==> config.mk <==
export PLATFORM = sky130hd
export DESIGN_NAME = http_chunked_body_decoder
export DESIGN_NICKNAME = d
export VERILOG_FILES = /design/src/hcbd_pkg.sv /design/src/hcbd_front.sv /design/src/hcbd_queue.sv /design/src/hcbd_back.sv /design/src/http_chunked_body_decoder.sv
export SDC_FILE = /design/constraint.sdc
export NUM_CORES = 1
export LEC_CHECK = 0
export ABC_AREA = 0
export BUFFER_PORTS_ARGS = -buffer_cell sky130_fd_sc_hd__buf_2
export CORE_AREA = 5 5 106 207
export DETAILED_ROUTE_END_ITERATION = 10
export DIE_AREA = 0 0 111 212
export RECOVER_POWER = 100
export REMOVE_ABC_BUFFERS = 1
export SYNTH_ARGS = -nofsm -noshare
export SYNTH_HDL_FRONTEND = slang
export SYNTH_HIERARCHICAL = 1
export SYNTH_SLANG_ARGS = --single-unit
==> constraint.sdc <==
create_clock -name clk -period 5.1 [get_ports clk]
set_input_delay 0.51 -clock clk [delete_from_list [all_inputs] [get_ports clk]]
set_output_delay 0.51 -clock clk [all_outputs]
set_load 0.1 [all_outputs]
==> src/hcbd_pkg.sv <==
`default_nettype none
package hcbd_pkg;

	localparam int SIZE_BITS_DEF   = 32;
	localparam int QUEUE_DEPTH_DEF = 2;

	localparam logic [7:0] CHAR_CR = 8'h0D;
	localparam logic [7:0] CHAR_LF = 8'h0A;

	// Raw input word.
	typedef struct packed {
		logic       new_message;
		logic [7:0] data_byte;
	} raw_t;

	// Decoded output word.
	typedef struct packed {
		logic       body_valid;
		logic [7:0] body_byte;
		logic       message_done;
		logic       size_overflow;
	} dec_t;

	// Classified byte, as passed from the front end through the queue.
	typedef struct packed {
		logic       new_message;
		logic [7:0] data_byte;
		logic       hex_ok;
		logic [3:0] hex_val;
		logic       blank;
		logic       is_cr;
		logic       is_lf;
	} cls_t;

	function automatic cls_t classify(input raw_t w);
		cls_t c;
		c.new_message = w.new_message;
		c.data_byte   = w.data_byte;
		c.hex_ok      = 1'b1;
		c.hex_val     = 4'd0;
		if (w.data_byte >= 8'h30 && w.data_byte <= 8'h39) begin
			c.hex_val = 4'(w.data_byte - 8'h30);
		end else if (w.data_byte >= 8'h61 && w.data_byte <= 8'h66) begin
			c.hex_val = 4'(w.data_byte - 8'h57);
		end else if (w.data_byte >= 8'h41 && w.data_byte <= 8'h46) begin
			c.hex_val = 4'(w.data_byte - 8'h37);
		end else begin
			c.hex_ok = 1'b0;
		end
		c.blank = (w.data_byte == 8'h20) || (w.data_byte >= 8'h09 && w.data_byte <= 8'h0D);
		c.is_cr = (w.data_byte == CHAR_CR);
		c.is_lf = (w.data_byte == CHAR_LF);
		return c;
	endfunction

endpackage
`default_nettype wire

==> src/hcbd_front.sv <==
`default_nettype none
module hcbd_front (
	input  wire              clk,
	input  wire              arst_n,
	input  wire              raw_valid,
	output logic             raw_stall,
	input  hcbd_pkg::raw_t   raw_word,
	input  wire              q_full,
	output logic             q_push,
	output hcbd_pkg::cls_t   q_item
);

	logic           valid_s1;
	hcbd_pkg::cls_t item_s1;

	// Hold the classified byte while the queue is full.
	assign raw_stall = valid_s1 && q_full;
	assign q_push    = valid_s1 && !q_full;
	assign q_item    = item_s1;

	always_ff @(posedge clk or negedge arst_n) begin
		if (!arst_n) begin
			valid_s1 <= 1'b0;
		end else if (!raw_stall) begin
			valid_s1 <= raw_valid;
		end
	end

	always_ff @(posedge clk) begin
		if (!raw_stall && raw_valid) begin
			item_s1 <= hcbd_pkg::classify(raw_word);
		end
	end

endmodule
`default_nettype wire

==> src/hcbd_queue.sv <==
`default_nettype none
module hcbd_queue #(
	parameter int DEPTH = hcbd_pkg::QUEUE_DEPTH_DEF
) (
	input  wire              clk,
	input  wire              arst_n,
	input  wire              push,
	input  hcbd_pkg::cls_t   push_item,
	output logic             full,
	input  wire              pop,
	output logic             nonempty,
	output hcbd_pkg::cls_t   head
);

	localparam int AW = (DEPTH > 1) ? $clog2(DEPTH) : 1;
	localparam int CW = $clog2(DEPTH + 1);

	hcbd_pkg::cls_t mem [DEPTH];
	logic [AW-1:0]  wr_ptr_q;
	logic [AW-1:0]  rd_ptr_q;
	logic [CW-1:0]  count_q;

	assign full     = (count_q == CW'(DEPTH));
	assign nonempty = (count_q != '0);
	assign head     = mem[rd_ptr_q];

	function automatic logic [AW-1:0] bump(input logic [AW-1:0] p);
		return (p == AW'(DEPTH - 1)) ? '0 : p + AW'(1);
	endfunction

	always_ff @(posedge clk or negedge arst_n) begin
		if (!arst_n) begin
			wr_ptr_q <= '0;
			rd_ptr_q <= '0;
			count_q  <= '0;
		end else begin
			if (push) begin
				wr_ptr_q <= bump(wr_ptr_q);
			end
			if (pop) begin
				rd_ptr_q <= bump(rd_ptr_q);
			end
			if (push && !pop) begin
				count_q <= count_q + CW'(1);
			end else if (pop && !push) begin
				count_q <= count_q - CW'(1);
			end
		end
	end

	always_ff @(posedge clk) begin
		if (push) begin
			mem[wr_ptr_q] <= push_item;
		end
	end

endmodule
`default_nettype wire

==> src/hcbd_back.sv <==
`default_nettype none
module hcbd_back #(
	parameter int SIZE_BITS = hcbd_pkg::SIZE_BITS_DEF
) (
	input  wire              clk,
	input  wire              arst_n,
	input  wire              q_nonempty,
	input  hcbd_pkg::cls_t   q_head,
	output logic             q_pop,
	output logic             dec_valid,
	input  wire              dec_stall,
	output hcbd_pkg::dec_t   dec_word
);

	localparam logic [1:0] PH_SIZE  = 2'd0;
	localparam logic [1:0] PH_DATA  = 2'd1;
	localparam logic [1:0] PH_TRAIL = 2'd2;
	localparam logic [1:0] PH_DONE  = 2'd3;

	logic [1:0]           phase_q, phase_d;
	logic [SIZE_BITS-1:0] rem_q, rem_d;
	logic                 dseen_q, dseen_d;
	logic                 dclosed_q, dclosed_d;
	logic                 cr_q, cr_d;
	logic [1:0]           trail_q, trail_d;
	logic                 ovf_q, ovf_d;
	logic                 out_valid_q;
	hcbd_pkg::dec_t       out_q, res;

	// Take the next word whenever the output register is free or draining.
	assign q_pop     = q_nonempty && (!out_valid_q || !dec_stall);
	assign dec_valid = out_valid_q;
	assign dec_word  = out_q;

	always_comb begin
		phase_d   = phase_q;
		rem_d     = rem_q;
		dseen_d   = dseen_q;
		dclosed_d = dclosed_q;
		cr_d      = cr_q;
		trail_d   = trail_q;
		ovf_d     = ovf_q;
		res       = '0;
		if (q_head.new_message) begin
			phase_d   = PH_SIZE;
			rem_d     = '0;
			dseen_d   = 1'b0;
			dclosed_d = 1'b0;
			cr_d      = 1'b0;
			trail_d   = '0;
			ovf_d     = 1'b0;
		end
		unique case (phase_d)
			PH_SIZE: begin
				if (q_head.is_lf && cr_d) begin
					if (dseen_d && rem_d != '0) begin
						phase_d = PH_DATA;
					end else begin
						phase_d          = PH_DONE;
						res.message_done = 1'b1;
					end
					dseen_d   = 1'b0;
					dclosed_d = 1'b0;
					cr_d      = 1'b0;
				end else begin
					cr_d = q_head.is_cr;
					if (!dclosed_d) begin
						if (q_head.hex_ok) begin
							// Saturate once the top nibble is occupied.
							if (rem_d[SIZE_BITS-1 -: 4] != 4'd0) begin
								rem_d = '1;
								ovf_d = 1'b1;
							end else begin
								rem_d = {rem_d[SIZE_BITS-5:0], q_head.hex_val};
							end
							dseen_d = 1'b1;
						end else if (dseen_d || !q_head.blank) begin
							dclosed_d = 1'b1;
						end
					end
				end
			end
			PH_DATA: begin
				if (rem_d != '0) begin
					res.body_valid = 1'b1;
					res.body_byte  = q_head.data_byte;
					rem_d          = rem_d - SIZE_BITS'(1);
				end
				if (rem_d == '0) begin
					phase_d = PH_TRAIL;
					trail_d = 2'd2;
				end
			end
			PH_TRAIL: begin
				if (trail_d <= 2'd1) begin
					trail_d   = '0;
					phase_d   = PH_SIZE;
					rem_d     = '0;
					dseen_d   = 1'b0;
					dclosed_d = 1'b0;
					cr_d      = 1'b0;
				end else begin
					trail_d = trail_d - 2'd1;
				end
			end
			PH_DONE: begin
			end
			default: begin
			end
		endcase
		res.size_overflow = ovf_d;
	end

	always_ff @(posedge clk or negedge arst_n) begin
		if (!arst_n) begin
			phase_q     <= PH_SIZE;
			rem_q       <= '0;
			dseen_q     <= 1'b0;
			dclosed_q   <= 1'b0;
			cr_q        <= 1'b0;
			trail_q     <= '0;
			ovf_q       <= 1'b0;
			out_valid_q <= 1'b0;
		end else begin
			if (q_pop) begin
				phase_q   <= phase_d;
				rem_q     <= rem_d;
				dseen_q   <= dseen_d;
				dclosed_q <= dclosed_d;
				cr_q      <= cr_d;
				trail_q   <= trail_d;
				ovf_q     <= ovf_d;
			end
			if (q_pop) begin
				out_valid_q <= 1'b1;
			end else if (!dec_stall) begin
				out_valid_q <= 1'b0;
			end
		end
	end

	always_ff @(posedge clk) begin
		if (q_pop) begin
			out_q <= res;
		end
	end

endmodule
`default_nettype wire

==> src/http_chunked_body_decoder.sv <==
// Path: a word taken on raw_* is registered in the front end, then in the queue,
// and then in the back end's output register, which drives dec_*.
// Throughput: one word per cycle sustained while neither side stalls; the back end
// updates the parser state for one word per cycle, and the queue absorbs short output stalls.
// Reset: arst_n clears the parser (size-line phase, counters, overflow flag),
// the queue pointers and all valid flags; payload registers are not reset.
`default_nettype none
module http_chunked_body_decoder #(
	parameter int SIZE_BITS   = hcbd_pkg::SIZE_BITS_DEF,
	parameter int QUEUE_DEPTH = hcbd_pkg::QUEUE_DEPTH_DEF
) (
	input  wire              clk,
	input  wire              arst_n,
	input  wire              raw_valid,
	output logic             raw_stall,
	input  hcbd_pkg::raw_t   raw_word,
	output logic             dec_valid,
	input  wire              dec_stall,
	output hcbd_pkg::dec_t   dec_word
);

	// Front end -> queue: classified bytes (hex digit value, blank, CR, LF).
	logic           q_push;
	logic           q_full;
	hcbd_pkg::cls_t q_item;

	// Queue -> back end.
	logic           q_pop;
	logic           q_nonempty;
	hcbd_pkg::cls_t q_head;

	// Classify each raw word in one registered stage.
	hcbd_front u_front (
		.clk       (clk),
		.arst_n    (arst_n),
		.raw_valid (raw_valid),
		.raw_stall (raw_stall),
		.raw_word  (raw_word),
		.q_full    (q_full),
		.q_push    (q_push),
		.q_item    (q_item)
	);

	// Decouple the front end from the back end so each side stalls on its own.
	hcbd_queue #(
		.DEPTH (QUEUE_DEPTH)
	) u_queue (
		.clk       (clk),
		.arst_n    (arst_n),
		.push      (q_push),
		.push_item (q_item),
		.full      (q_full),
		.pop       (q_pop),
		.nonempty  (q_nonempty),
		.head      (q_head)
	);

	// Run the chunk parser: size line, chunk data, the two bytes after the data, done.
	// Every word produces exactly one output word, held in a register.
	hcbd_back #(
		.SIZE_BITS (SIZE_BITS)
	) u_back (
		.clk        (clk),
		.arst_n     (arst_n),
		.q_nonempty (q_nonempty),
		.q_head     (q_head),
		.q_pop      (q_pop),
		.dec_valid  (dec_valid),
		.dec_stall  (dec_stall),
		.dec_word   (dec_word)
	);

endmodule
`default_nettype wire

==> results_dict.tcl <==
set metrics [dict create \
    cts_buffers 9 \
    async_flop_share_pct 42.6 \
    met1_length_mm 7.59 \
    antenna_found_initial 0 \
    dp.cells 1020 \
    wire_per_inst_um 22.4 \
    clkSlewWorstSetupHoldPaths_ps 70 \
    worst_pin_slew_ps 2810 \
    num_vias 6264 \
    antenna_cells 0 \
    total_power_mw 5.65 \
    routed-wl-met2_mm 12.7 \
    hold_depth 1 \
    fin_nets 789 \
    worstSetupPathType "reg2reg" \
    yosysWarnings 6 \
    swShare_pct 52.3 \
    area_growth_syn_to_layout_pct 8.83 \
    syn-instance-count 769 \
    setup_slack_ps 575 \
    fillers 2060 \
    violations "max-capacitance violations, max-slew violations" \
    p_int_mw 2.70 \
    utilization_pct 36.9 \
    fp-row-count 74 \
    yosysTopAreaCell "edfxtp_1" \
    syn_area_um2 6870 \
    layout_min_cycle_time_ps 4520 \
    drt_iter0_markers 526 \
    rsz0062_at_grt "false" \
    slew_headroom_pct -87.6 \
    startpoint_type "flip-flop" \
    p_per_area_nw_per_um2 756 \
    synth_edf_count 62 \
    irDropWorstVdd_mv 0.284 \
    cap_violations 4 \
    cts_tree "yes" \
    timing.rr.start "u_queue/rd_ptr_q" \
    io_pins 26 \
    synth_ff_type "edfxtp_1" \
    die_area_um2 23500 \
    outcome "complete, but fails checks" \
    fp.dieH_um 212 \
    place_area_um2 7220 \
    p_clk_share_pct 13.8 \
    seqPwrFrac_pct 27.4 \
    min_period_over_period_pct 88.7 \
    dieWidth_um 111 \
    synth.top_cells.by_area "edfxtp_1 (27%), dfrtp_1 (17%), o21ai_0 (6.8%)" \
    fin_area_um2 7480 \
    ctsResizeCount 0 \
    portBuffers 25 \
    setup_tns_ps 0 \
    clk_path_buf_depth 2 \
    yosysSeqAreaShare_pct 43.8 \
    drtAntennaViolNets 0 \
    fin_cells 1036 \
    reg2reg_to "u_back/rem_q[27]" \
    cts_sinks 108 \
    hpwl_mm 16.7 \
    drc 0 \
    r2r_slack_ps 580 \
    hp-start "raw_word[8]" \
    comb_power_share_pct 58.9 \
    grt_max_degree 63 \
    worstPathRequired_ps 5380 \
    timing.hold.ws_ps 332 \
    grtUsageTotal_pct 20.0 \
    top_layer_used "met4" \
    reg2reg_depth 15 \
    hold_viol 0 \
    min_delay_worst_endpoint "u_front/q_item[16]" \
    max_clock_freq_mhz 221 \
    final_max_slew_viol_count 124 \
    syn_area_per_cell_um2 8.94 \
    drive_gt1_share_pct 9.22 \
    arrival_ps 4800 \
    synth_top_area_share_pct 27.1 \
    p_leak_nw 2.82 \
    critPathCaptureType "flip-flop" \
    grt_pass1_vias 6296 \
    postCtsSetupRepairBufs 0 \
    p_switching_mw 2.96 \
    finalClockSkew_ps 16.5 \
    postCtsHoldBufs 0 \
    clock_latency_ps 370 \
    hold_class "in2reg" \
    wl_met3_um 944 \
    gp_congestion 1.04 \
    clockRootBuffer "clkbuf_16" \
    htreeDepth 3 \
    dpl_worst_slack_ps 904 \
    ys_seq_elements 108 \
    overflow 0 \
    final-setup-viol-count 0 \
    start_util_pct 33.9 \
    drt-total-wl_mm 23.2 \
    viasPerCell 6.05 \
    grt_pass1_wl_mm 36.0 \
    core_region_area_um2 20300 \
    synth_cell_type_count 75 \
    critPathMaxFanout 24 \
    dr.pass1.iters 6 \
]
cell usage after synthesis, drive strengths merged, types with 4 or more instances:
cell	instances
xor2	9
or4	8
inv	19
a21boi	4
buf	11
nor2	69
clkbuf	54
or2	6
a31oi	5
a22oi	6
a211oi	4
o22ai	5
mux2	17
ha	11
o211ai	4
nor2b	10
nor3	27
or3	6
dfrtp	46
nand2	81
o2bb2ai	4
a221oi	7
and3	13
o31ai	12
nand4	6
and2	5
o21ai	99
a21oi	62
a22o	4
o311ai	7
edfxtp	62
nor4	14
xnor2	8
nand2b	4
nand3	18
a2111oi	4
cell usage in the layout, fill, tap and decap left out, types with 5 or more instances in the layout:
cell	instances
a21oi_1	62
a221oi_1	7
a22oi_1	6
a31oi_1	5
and3_1	13
buf_4	18
clkbuf_1	29
clkbuf_16	9
dfrtp_1	46
edfxtp_1	62
ha_1	11
inv_1	19
mux2_2	7
mux2_4	9
nand2_1	81
nand3_1	18
nand4_1	5
nor2_1	69
nor2b_1	10
nor3_1	26
nor4_1	12
o21ai_0	95
o22ai_1	5
o311ai_0	5
o31ai_1	10
or3_1	6
or4_1	6
xnor2_1	8
xor2_1	9
state kept, by name, indices dropped and copies added (netlist names):
| signal | cells |
|---|---|
| u_back/trail_q | 2 |
| u_queue/wr_ptr_q | 1 |
| u_front/valid_s1 | 1 |
| u_back/phase_q | 2 |
| u_front/q_item | 17 |
| u_back/rem_q | 32 |
| u_queue/rd_ptr_q | 1 |
| u_queue/mem | 34 |
| u_back/dclosed_q | 1 |
| u_back/ovf_q | 1 |
| u_queue/count_q | 2 |
| u_back/dec_word | 11 |
| u_back/dseen_q | 1 |
| u_back/dec_valid | 1 |
| u_back/cr_q | 1 |
power groups by stage:
stage	clock (mW)	combinational [mW]	sequential (mW)
floorplan	0	1.96	1.75
global route	0.840	3.60	1.57
CTS	0.808	3.30	1.53
finish	0.779	3.33	1.55
global placement	0	3.27	1.54
detailed placement	0	3.29	1.54
worst max-delay path by stage:
stage	startpoint	endpoint	slack [ps]	cells past startpoint
floorplan	u_queue/rd_ptr_q	u_back/phase_q[0]	-290	12
global placement	u_queue/rd_ptr_q	u_back/phase_q[0]	1010	13
detailed placement	u_queue/rd_ptr_q	u_back/phase_q[0]	900	13
CTS	u_queue/rd_ptr_q	u_back/phase_q[0]	900	13
global route	u_queue/rd_ptr_q	u_back/rem_q[27]	360	15
finish	u_queue/rd_ptr_q	u_back/rem_q[27]	580	15
kinds of logic after synthesis:
family	after synthesis	synth area share, %
adders and majority gates	11	2.00
muxes	20	3.71
buffers and inverters	84	5.35
DFF	108	43.8
AOI/OAI and AO/OA	255	23.1
and+or+nand+nor	274	19.8
xor gates and xnor gates	17	2.17
area by class of cell:
class	count	area [um^2]	area share, %
Multi-Input combinational cell	577	3480	46.5
Sequential cell	108	3010	40.3
Tap cell	266	333	4.45
Timing Repair Buffer	50	260	3.48
Clock buffer	10	229	3.06
Clock inverter	6	93.8	1.25
Inverter	19	71.3	0.954
metal layers:
metal / up-vias / global-route usage [%]
li1: 2843 / -
met2: 257 / 38.0
met4: 0 / 16.2
met3: 111 / 3.39
met1: 3053 / 18.4
met5: - / 0
critical path, cell delays in order (launching register included):
cell	delay [ps]
dfrtp_1	390
mux2_1	220
inv_1	130
buf_4	270
nand2_1	190
ha_1	390
clkbuf_1	580
o21ai_0	430
nor2_1	180
clkbuf_1	590
a21oi_1	80
o31ai_1	460
a21oi_1	110
o21ai_0	240
nand2_1	70
o21ai_0	80
(Power assumes the default switching activity.)
